--- src/design/debug_packet_deframer_top_macros.svh ---
// Assertion macros for the debug packet deframer.
// Define NO_ASSERTIONS to compile the checks out.
`ifndef DEBUG_PACKET_DEFRAMER_TOP_MACROS_SVH
`define DEBUG_PACKET_DEFRAMER_TOP_MACROS_SVH

`ifndef NO_ASSERTIONS

// Check a property on every clock edge outside reset.
`define DPD_ASSERT(label, clk, rst, prop) \
   label: assert property (@(posedge clk) disable iff (rst) prop) \
      else $error("deframer check failed");

// Check a property on every clock edge, reset included.
`define DPD_ASSERT_ALWAYS(label, clk, prop) \
   label: assert property (@(posedge clk) prop) \
      else $error("deframer check failed");

`else

`define DPD_ASSERT(label, clk, rst, prop)
`define DPD_ASSERT_ALWAYS(label, clk, prop)

`endif

`endif

--- src/design/dpd_pkg.sv ---
// ----------------------------------------------------------------------------
// dpd_pkg
// Types, codes and helpers shared by the debug packet deframer.
// ----------------------------------------------------------------------------
`default_nettype none

package dpd_pkg;

   // Largest payload length counted before saturation
   localparam int unsigned MAX_PAYLOAD = 256;

   // Fixed field widths
   localparam int unsigned BYTE_W   = 8;
   localparam int unsigned EVENT_W  = 2;
   localparam int unsigned LENGTH_W = 9;
   localparam int unsigned NIBBLE_W = 4;

   // Framing characters
   localparam logic [BYTE_W-1:0] CHAR_BREAK = 8'h03;
   localparam logic [BYTE_W-1:0] CHAR_START = 8'h24;  // '$'
   localparam logic [BYTE_W-1:0] CHAR_END   = 8'h23;  // '#'
   localparam logic [BYTE_W-1:0] CASE_BIT   = 8'h20;
   localparam logic [BYTE_W-1:0] CHAR_ZERO  = 8'h30;  // '0'
   localparam logic [BYTE_W-1:0] CHAR_NINE  = 8'h39;  // '9'
   localparam logic [BYTE_W-1:0] CHAR_UP_A  = 8'h41;  // 'A'
   localparam logic [BYTE_W-1:0] CHAR_UP_F  = 8'h46;  // 'F'

   typedef enum logic [1:0] {
      PH_IDLE  = 2'd0,
      PH_DATA  = 2'd1,
      PH_CK_HI = 2'd2,
      PH_CK_LO = 2'd3
   } phase_type;

   typedef enum logic [EVENT_W-1:0] {
      EV_PAYLOAD = 2'd0,
      EV_BREAK   = 2'd1,
      EV_ACK     = 2'd2,
      EV_NAK     = 2'd3
   } event_type;

   // Decode one checksum character; anything that is not hex reads as zero
   function automatic logic [NIBBLE_W-1:0] hex_value(input logic [BYTE_W-1:0] c);
      logic [BYTE_W-1:0] up;
      logic [BYTE_W-1:0] diff;
      up = c & ~CASE_BIT;
      if (c >= CHAR_ZERO && c <= CHAR_NINE) begin
         diff = c - CHAR_ZERO;
         return diff[NIBBLE_W-1:0];
      end else if (up >= CHAR_UP_A && up <= CHAR_UP_F) begin
         diff = up - CHAR_UP_A + 8'd10;
         return diff[NIBBLE_W-1:0];
      end
      return '0;
   endfunction

endpackage

`default_nettype wire

--- src/design/debug_packet_deframer_top.sv ---
// ----------------------------------------------------------------------------
// debug_packet_deframer_top
// Receive side of a remote-debug serial link: splits '$'...'#xx' packets.
// ----------------------------------------------------------------------------
// Usage:
//   req channel: one received byte per beat (req_rx_byte).
//   rsp channel: zero or one event per byte: a streamed payload byte, a break
//   request (byte 3 between packets), or a verdict (ack on a matching
//   checksum, nak otherwise) carrying the payload length and overflow flag.
//   Bytes between packets other than '$' and byte 3 give no event, nor do
//   '$', '#' and the first checksum digit.
//   Events: an event is registered and appears on rsp in the cycle after its byte is accepted.
//   Throughput: one byte per cycle unless rsp stalls; frame state and event
//   registers are the only storage, with one step of decode logic between.
//   Stall: while an event waits on rsp, req_ready stays high only if the
//   waiting event is taken in the same cycle; otherwise input holds off.
//   Reset: synchronous; returns to waiting for '$' with nothing on rsp.
//   The length counts up to MaxPayload and then sets the overflow flag;
//   rsp_payload_length carries the low 9 bits of the count.
// ----------------------------------------------------------------------------
`default_nettype none

`include "debug_packet_deframer_top_macros.svh"

module debug_packet_deframer_top #(
   parameter int unsigned MaxPayload = dpd_pkg::MAX_PAYLOAD
) (
   input  wire                             clock,
   input  wire                             reset,
   input  wire                             req_valid,
   output logic                            req_ready,
   input  wire  [dpd_pkg::BYTE_W-1:0]      req_rx_byte,
   output logic                            rsp_valid,
   input  wire                             rsp_ready,
   output logic [dpd_pkg::EVENT_W-1:0]     rsp_event_res,
   output logic [dpd_pkg::BYTE_W-1:0]      rsp_payload_byte,
   output logic [dpd_pkg::LENGTH_W-1:0]    rsp_payload_length,
   output logic                            rsp_length_overflow
);

   localparam int unsigned CntW = $clog2(MaxPayload + 1);
   localparam int unsigned ExtW = CntW + dpd_pkg::LENGTH_W;

   // Frame state
   dpd_pkg::phase_type              phase_ff, phase_in;
   logic [dpd_pkg::BYTE_W-1:0]      sum_ff, sum_in;
   logic [dpd_pkg::NIBBLE_W-1:0]    sum_hi_ff, sum_hi_in;
   logic [CntW-1:0]                 count_ff, count_in;
   logic                            ovf_ff, ovf_in;

   // Event register
   logic                            valid_ff, valid_in;
   dpd_pkg::event_type              event_ff, event_in;
   logic [dpd_pkg::BYTE_W-1:0]      byte_ff, byte_in;
   logic [dpd_pkg::LENGTH_W-1:0]    length_ff, length_in;
   logic                            lovf_ff, lovf_in;

   logic                            accept;
   logic                            emit;
   dpd_pkg::event_type              emit_event;
   logic [dpd_pkg::BYTE_W-1:0]      emit_byte;
   logic [ExtW-1:0]                 count_ext;
   logic [dpd_pkg::BYTE_W-1:0]      rx_sum;

   // Take a byte whenever the event register is empty or being drained
   assign req_ready = !valid_ff || rsp_ready;
   assign accept    = req_valid && req_ready;
   assign count_ext = ExtW'(count_ff);
   assign rx_sum    = {sum_hi_ff, dpd_pkg::hex_value(req_rx_byte)};

   // Advance the frame state and decide the event for this byte
   always_comb begin
      phase_in   = phase_ff;
      sum_in     = sum_ff;
      sum_hi_in  = sum_hi_ff;
      count_in   = count_ff;
      ovf_in     = ovf_ff;
      emit       = 1'b0;
      emit_event = dpd_pkg::EV_PAYLOAD;
      emit_byte  = '0;
      if (accept) begin
         unique case (phase_ff)
            dpd_pkg::PH_IDLE: begin
               if (req_rx_byte == dpd_pkg::CHAR_BREAK) begin
                  emit       = 1'b1;
                  emit_event = dpd_pkg::EV_BREAK;
               end else if (req_rx_byte == dpd_pkg::CHAR_START) begin
                  sum_in   = '0;
                  count_in = '0;
                  ovf_in   = 1'b0;
                  phase_in = dpd_pkg::PH_DATA;
               end
            end
            dpd_pkg::PH_DATA: begin
               if (req_rx_byte == dpd_pkg::CHAR_END) begin
                  phase_in = dpd_pkg::PH_CK_HI;
               end else begin
                  sum_in = sum_ff + req_rx_byte;
                  if (count_ff < CntW'(MaxPayload)) begin
                     count_in = count_ff + 1'b1;
                  end else begin
                     ovf_in = 1'b1;
                  end
                  emit      = 1'b1;
                  emit_byte = req_rx_byte;
               end
            end
            dpd_pkg::PH_CK_HI: begin
               sum_hi_in = dpd_pkg::hex_value(req_rx_byte);
               phase_in  = dpd_pkg::PH_CK_LO;
            end
            dpd_pkg::PH_CK_LO: begin
               emit       = 1'b1;
               emit_event = (rx_sum == sum_ff) ? dpd_pkg::EV_ACK : dpd_pkg::EV_NAK;
               phase_in   = dpd_pkg::PH_IDLE;
            end
            default: begin
               phase_in = dpd_pkg::PH_IDLE;
            end
         endcase
      end
   end

   // Load a new event, or drop the one just taken
   always_comb begin
      valid_in  = valid_ff;
      event_in  = event_ff;
      byte_in   = byte_ff;
      length_in = length_ff;
      lovf_in   = lovf_ff;
      if (emit) begin
         valid_in = 1'b1;
         event_in = emit_event;
         byte_in  = emit_byte;
         if (emit_event == dpd_pkg::EV_ACK || emit_event == dpd_pkg::EV_NAK) begin
            length_in = count_ext[dpd_pkg::LENGTH_W-1:0];
            lovf_in   = ovf_ff;
         end else begin
            length_in = '0;
            lovf_in   = 1'b0;
         end
      end else if (rsp_ready) begin
         valid_in = 1'b0;
      end
   end

   // Control state
   always_ff @(posedge clock) begin
      if (reset) begin
         phase_ff  <= dpd_pkg::PH_IDLE;
         sum_ff    <= '0;
         sum_hi_ff <= '0;
         count_ff  <= '0;
         ovf_ff    <= 1'b0;
         valid_ff  <= 1'b0;
      end else begin
         phase_ff  <= phase_in;
         sum_ff    <= sum_in;
         sum_hi_ff <= sum_hi_in;
         count_ff  <= count_in;
         ovf_ff    <= ovf_in;
         valid_ff  <= valid_in;
      end
   end

   // Event payload
   always_ff @(posedge clock) begin
      event_ff  <= event_in;
      byte_ff   <= byte_in;
      length_ff <= length_in;
      lovf_ff   <= lovf_in;
   end

   assign rsp_valid           = valid_ff;
   assign rsp_event_res       = event_ff;
   assign rsp_payload_byte    = byte_ff;
   assign rsp_payload_length  = length_ff;
   assign rsp_length_overflow = lovf_ff;

   // Checks
   `DPD_ASSERT_ALWAYS(a_reset_empty, clock, reset |=> !rsp_valid)
   `DPD_ASSERT(a_ovf_saturated, clock, reset, ovf_ff |-> count_ff == CntW'(MaxPayload))
   `DPD_ASSERT(a_data_streams, clock, reset, (accept && phase_ff == dpd_pkg::PH_DATA && req_rx_byte != dpd_pkg::CHAR_END) |=> (rsp_valid && rsp_event_res == dpd_pkg::EV_PAYLOAD))
   `DPD_ASSERT(a_byte_only_payload, clock, reset, (rsp_valid && rsp_event_res != dpd_pkg::EV_PAYLOAD) |-> rsp_payload_byte == '0)
   `DPD_ASSERT(a_ck_lo_verdict, clock, reset, (accept && phase_ff == dpd_pkg::PH_CK_LO) |=> (rsp_valid && (rsp_event_res == dpd_pkg::EV_ACK || rsp_event_res == dpd_pkg::EV_NAK)))

endmodule

`default_nettype wire

--- config.mk ---
export PLATFORM = sky130hd
export DESIGN_NAME = debug_packet_deframer_top
export DESIGN_NICKNAME = d
export VERILOG_FILES = /design/src/design/dpd_pkg.sv /design/src/design/debug_packet_deframer_top.sv
export VERILOG_INCLUDE_DIRS = /design/src /design/src/design
export SDC_FILE = /design/constraint.sdc
export NUM_CORES = 1
export LEC_CHECK = 0
export BUFFER_PORTS_ARGS = -buffer_cell sky130_fd_sc_hd__buf_2
export CAP_MARGIN = 40
export CORE_ASPECT_RATIO = 1.4
export CORE_MARGIN = 5
export CORE_UTILIZATION = 46
export CTS_CLUSTER_DIAMETER = 30
export CTS_CLUSTER_SIZE = 25
export DETAILED_ROUTE_END_ITERATION = 16
export PLACE_DENSITY = 0.65
export SLEW_MARGIN = 20
export SYNTH_ARGS = -nofsm -noshare
export SYNTH_HDL_FRONTEND = slang
export SYNTH_SLANG_ARGS = --single-unit
--- constraint.sdc ---
create_clock -name clock -period 4 [get_ports clock]
set_input_delay 0.4 -clock clock [delete_from_list [all_inputs] [get_ports clock]]
set_output_delay 0.4 -clock clock [all_outputs]
set_load 0.05 [all_outputs]
* Yosys cells after proc, flatten, opt, wreduce, memory -nomap -nowiden
Cells that the tools add are included.
Storage, ports and cells: input port bits 12, bits in registers 45, word-level logic and storage cells 88
Cells by class: reduce and logical (&&, ||, !) cells 15, mux-type cells 36, equality and inequality tests 15, order comparisons 5, add/subtract/negate cells 5, bitwise operators 2
Operators by type and width (number):
- $mux W9 | 4
- $mux W8 | 3
- $pmux W9 S2 | 1
- $eq A8 B6 Y1 const B | 2
- $mux W4 | 4
- $pmux W8 S2 | 1
- $mux W1 | 15
- $ne A2 B2 Y1 const B | 6
- $reduce_and A6 Y1 | 2
- $add A9 B1 Y9 const B | 1
- $lt A9 B9 Y1 const B | 1
- $add A8 B8 Y8 | 1
- $eq A2 B2 Y1 const B | 4
- $eq A8 B2 Y1 const B | 1
- $eq A8 B8 Y1 | 1
- $ge A8 B6 Y1 const B | 1
- $ge A8 B7 Y1 const B | 1
- $le A8 B6 Y1 const B | 1
- $le A8 B7 Y1 const B | 1
- $mux W2 | 4
- $pmux W2 S4 | 1
- $sub A4 B1 Y4 const B | 2
- $reduce_and A5 Y1 | 1
- $add A4 B4 Y4 const B | 1
- 13 further kinds | 18

* Longest topological paths before layout
word-level depth 11, gate-level depth with buffers 8

* Worst setup path after synthesis
OpenSTA, ideal clock, no wires.
path type register to register, start point reg valid_ff, in the netlist rsp_valid, end point reg count_ff[6], stages on the path, launching flop included 6, arrival time 2.310 ns, setup time 0.059 ns, data required time 3.941 ns, period minus slack after synthesis 2.369 ns, setup slack 1.631 ns, path buffers 0, cells stage by stage dfxtp_1 > nand2b_1 > and2_0 > a31o_2 > or4_1 > nand2_1
Between the ends: longest elaborated chain between the ends 4
RTL lines:
- start: declaration | RTL line debug_packet_deframer_top.sv:52 | logic valid_ff, valid_in;
- start signal: assignment | RTL line debug_packet_deframer_top.sv:162 | valid_ff <= valid_in;
- $logic_not A1 Y1 | RTL line debug_packet_deframer_top.sv:66 | assign req_ready = !valid_ff || rsp_ready;
- $logic_or A1 B1 Y1 | RTL line debug_packet_deframer_top.sv:66
- net req_ready | RTL line debug_packet_deframer_top.sv:31 | output logic req_ready,
- $logic_and A1 B1 Y1 | RTL line debug_packet_deframer_top.sv:67 | assign accept = req_valid && req_ready;
- $reduce_and A6 Y1 (no source line)
- end signal: assignment | RTL line debug_packet_deframer_top.sv:160 | count_ff <= count_in;
- end: declaration | RTL line debug_packet_deframer_top.sv:48 | logic [CntW-1:0] count_ff, count_in;
The timed path passes the listed nets, and every way through them passes these cells. A chain may end at the register's enable or synchronous reset.

* Final worst setup path
start point in req_rx_byte[1] in the netlist's numbering, end point reg count_ff[7]
Between the ends: longest elaborated chain between the ends 3, elaborated cells between the ends (all ways) 7, classes of those cells 6 x eq/ne; 1 x reduce/logical
RTL lines:
- start: declaration | RTL line debug_packet_deframer_top.sv:32 | input wire [dpd_pkg::BYTE_W-1:0] req_rx_byte,
- $eq A8 B6 Y1, or another cell as far along | RTL line debug_packet_deframer_top.sv:95 | if (req_rx_byte == dpd_pkg::CHAR_END) begin
- $ne A2 B2 Y1 (no source line)
- $reduce_and A6 Y1 (no source line) *
Every way passes the cells marked *; elsewhere a longest branch is shown, timed or not.

==> impl_metrics.csv <==
group,metric,value,unit
global_routing,first_pass_grt_wire_length,9.17,mm
synth,post-synth-top-area-cell,"sky130_fd_sc_hd__edfxtp_1",
timing,final_max_slew_viol_count,0,
cts,cts_max_path_buffers,2,
timing,fin_crit,2.40,ns
synth,syn_inst,259,
critical_path,critical_path.startpoint_type,"input pin",
synth,post_synth_net_total,290,
finish,multi_input_combinational_cell_area,1390,sq um
finish,diodes,0,
power_and_ir_drop,power.net_switching,0.000202,W
cts,cts.repair_timing.setup_buffer_count,0,
cts,cts_tree,"done",
synth,syn_avg_cell_area,9.94,sq um
timing,worst_pin_slew,0.656,ns
timing,finalSetupViolCount,0,
critical_path,destination_of_the_worst_register_to_register_timing_path,"count_ff[7]",
synth,yosys.cell_types.count,59,
cts,clock-sinks,45,
critical_path,worstPathArrival,2.64,ns
synth,synth_top_flop_cell,"sky130_fd_sc_hd__dfxtp_1",
finish,num-nets-final,322,
routing,drt-initial-drc-count,84,
cts,clk_pin_slew_worst_paths,0.09,ns
cts,post_cts.resized_instances,0,
hold_path,timing.hold.worst_endpoint,"rsp_valid",
critical_path,worst_ep_required_time,4.23,ns
finish,layout_commonest_cell,"sky130_fd_sc_hd__buf_2",
critical_path,crit_path_max_fanout,12,
placement,port_buffers,33,
placement,dpl.cell_count,351,
finish,fin_cells,360,
critical_path,end_kind,"flop",
synth,syn-cell-area,2570,sq um
power_and_ir_drop,internal_power,0.000621,W
critical_path,worstReg2RegStart,"rsp_valid",
synth,ys_async_sr_fraction,0,%
synth,synth.area.top_cells,"sky130_fd_sc_hd__edfxtp_1 23%, sky130_fd_sc_hd__dfxtp_1 19%, sky130_fd_sc_hd__ha_1 8.7%",
power_and_ir_drop,swShare,24.5,%
global_routing,use_met2,28.8,%
floorplanning,core_region_area,5490,sq um
synth,synth.ff_latch_count,45,
timing,slew_headroom,56.2,%
power_and_ir_drop,clkPwrFrac,35.1,%
synth,synth_warnings,0,
finish,syn2layout_area_growth,12.5,%
timing,setup_total_negative_slack,0,ns
status,run_status,"finished clean",
floorplanning,die-width,73.2,um
finish,num-fill-cells,523,
finish,final_core_util,52.8,%
critical_path,worst_r2r_setup_slack,1.75,ns
timing,holdWs,0.497,ns
synth,share_of_synthesized_area_occupied_by_flip_flops_and_latches,42.8,%
global_routing,met1_usage,18.7,%
cts,clkLatencyLatePin,0.30,ns
global_routing,antenna_found_initial,0,
power_and_ir_drop,leakage_power_summed_over_all_cells,1.19,nW
floorplanning,dieArea,7210,sq um
synth,synth_edf_count,20,
critical_path,ff2ff_path_depth,5,
timing,final_hold_viol_count,0,
finish,register_area,1100,sq um
flow_run,cap_violations,0,
synth,synth_top_area_share,23.3,%
power_and_ir_drop,vdd_drop_max,0.144,mV
hold_path,hold_path.startpoint,"rsp_ready",
routing,drt_pass1_iterations,4,
hold_path,hold_path_depth,3,
global_routing,global_route_met3_usage,2.24,%
timing,grt_setup_unrepaired,"no",
global_routing,overflow_left_after_global_routing,0,
global_routing,grtUsageTotal,15.8,%
finish,finish.instance_area,2900,sq um
routing,drtAntennaViolNets,0,
global_routing,grt_max_degree,22,
timing,fin_skew,0.00520,ns
floorplanning,die_h,98.5,um
floorplanning,pin_count,34,
power_and_ir_drop,seqPwrFrac,57.9,%
power_and_ir_drop,power_frac_comb,7.0,%
placement,postPlaceCellArea,2790,sq um
global_routing,globalRoute.busiestLayer,"met2",
cts,h-tree-depth,2,
routing,routed_wl,5.53,mm
floorplanning,row_count,32,
timing,finalCritPeriodShare,60.1,%
global_routing,number_of_global_route_vias_before_repair,1965,
cts,clock-root-buffer,"sky130_fd_sc_hd__clkbuf_8",
timing,max_clock_freq,416,MHz
placement,detailed_place_hpwl,4.30,mm
power_and_ir_drop,powerDensity,284,nW/um^2
routing,route.vias.total,2069,
critical_path,timing.setup.critical_path_class,"input pin to flop",
finish,layout-drive-gt1-share,17.1,%
routing,drt-wirelength-per-cell,15.4,um
critical_path,source_of_the_critical_timing_path,"req_rx_byte[1]",
cts,cts_hold_buffers_added,0,
hold_path,type_of_the_most_critical_hold_path,"input pin to flop",
finish,mostFrequentLayoutCells,"33 x sky130_fd_sc_hd__buf_2, 27 x sky130_fd_sc_hd__nor2_1, 25 x sky130_fd_sc_hd__dfxtp_1, 20 x sky130_fd_sc_hd__edfxtp_1, 18 x sky130_fd_sc_hd__ha_1",
cts,numCtsBuffers,5,
placement,globalplace.congestion,0.817,
routing,route.detailed.drc,0,
routing,post_drt_via_cell_ratio,5.75,
floorplanning,effective_utilization_at_floorplan,46.9,%
==> cells by family after synthesis <==
logic type | share of synthesized area (%)
flops | 42.8
buf+inv | 3.30
compound gates | 16.0
mux | 0.777
simple gates | 23.6
xor+xnor | 4.08
fa+ha+maj | 9.52
==> sequential cells by signal, indices dropped and copies added (netlist names) <==
| register | flops |
|---|---|
| count_ff | 9 |
| rsp_payload_length | 9 |
| rsp_payload_byte | 8 |
| sum_ff | 8 |
| sum_hi_ff | 4 |
| phase_ff | 2 |
| rsp_event_res | 2 |
| ovf_ff | 1 |
| rsp_length_overflow | 1 |
| rsp_valid | 1 |
==> cell usage after synthesis (3+ instances only) <==
cell type and count:
sky130_fd_sc_hd__nor2_1 27, sky130_fd_sc_hd__dfxtp_1 25, sky130_fd_sc_hd__edfxtp_1 20, sky130_fd_sc_hd__ha_1 18, sky130_fd_sc_hd__inv_1 13, sky130_fd_sc_hd__and2_1 12
sky130_fd_sc_hd__and3_1 11, sky130_fd_sc_hd__nor3_1 10, sky130_fd_sc_hd__nand2_1 9, sky130_fd_sc_hd__a21oi_1 8, sky130_fd_sc_hd__a211oi_1 7, sky130_fd_sc_hd__a22oi_1 7
sky130_fd_sc_hd__clkbuf_1 7, sky130_fd_sc_hd__nand3_1 7, sky130_fd_sc_hd__xnor2_1 7, sky130_fd_sc_hd__o21ai_0 6, sky130_fd_sc_hd__xor2_1 5, sky130_fd_sc_hd__nand4_1 4
sky130_fd_sc_hd__or3_1 3
==> stage by stage <==
| stage | worst slack (ns) | power (W) |
|---|---|---|
| detailed placement | 1.32 | 0.000545 |
| CTS | 1.60 | 0.000835 |
| global route | 1.45 | 0.000857 |
| floorplan | 1.63 | 0.000524 |
| finish | 1.60 | 0.000823 |
| global placement | 1.38 | 0.000544 |
==> area by class of cell <==
type                       count  area share (%)
clock inverter                 3           0.864
timing repair buffer          34            6.22
inverter                      13            1.68
tap                           68            2.94
multi-input combinational    192            47.9
sequential                    45            38.0
clock buffer                   5            2.37
==> power groups by stage <==
| stage | registers (W) | logic [W] | clock network (W) |
|---|---|---|---|
| floorplan | 0.000490 | 0.0000347 | 0 |
| global placement | 0.000487 | 0.0000572 | 0 |
| detailed placement | 0.000487 | 0.0000575 | 0 |
| CTS | 0.000477 | 0.0000576 | 0.000301 |
| global route | 0.000477 | 0.0000638 | 0.000317 |
| finish | 0.000477 | 0.0000578 | 0.000289 |
==> per-layer routing <==
metal	vias up	share of wire (%)
met5	-	0
met3	4	3.6
met1	1002	42
met2	35	53
li1	1028	-
met4	0	1.2
==> how the worst max path moves through the flow <==
stage / to / slack (ns) / depth (start not counted)
6_report: count_ff[7] / 1.60 / 8
5_1_grt: count_ff[7] / 1.45 / 8
4_1_cts: rsp_payload_byte[4] / 1.60 / 7
3_5_place_dp: count_ff[7] / 1.32 / 8
3_3_place_gp: count_ff[7] / 1.38 / 8
2_1_floorplan: count_ff[6] / 1.63 / 5
==> critical path: stages <==
cell and delay (ns):
sky130_fd_sc_hd__buf_2 0.14, sky130_fd_sc_hd__inv_1 0.15, sky130_fd_sc_hd__ha_1 0.18, sky130_fd_sc_hd__nand4b_2 0.12, sky130_fd_sc_hd__o41ai_4 0.52, sky130_fd_sc_hd__nand3_2 0.38, sky130_fd_sc_hd__or4_1 0.59, sky130_fd_sc_hd__a21oi_1 0.16
Note: power is estimated with default switching activity, not from simulation.
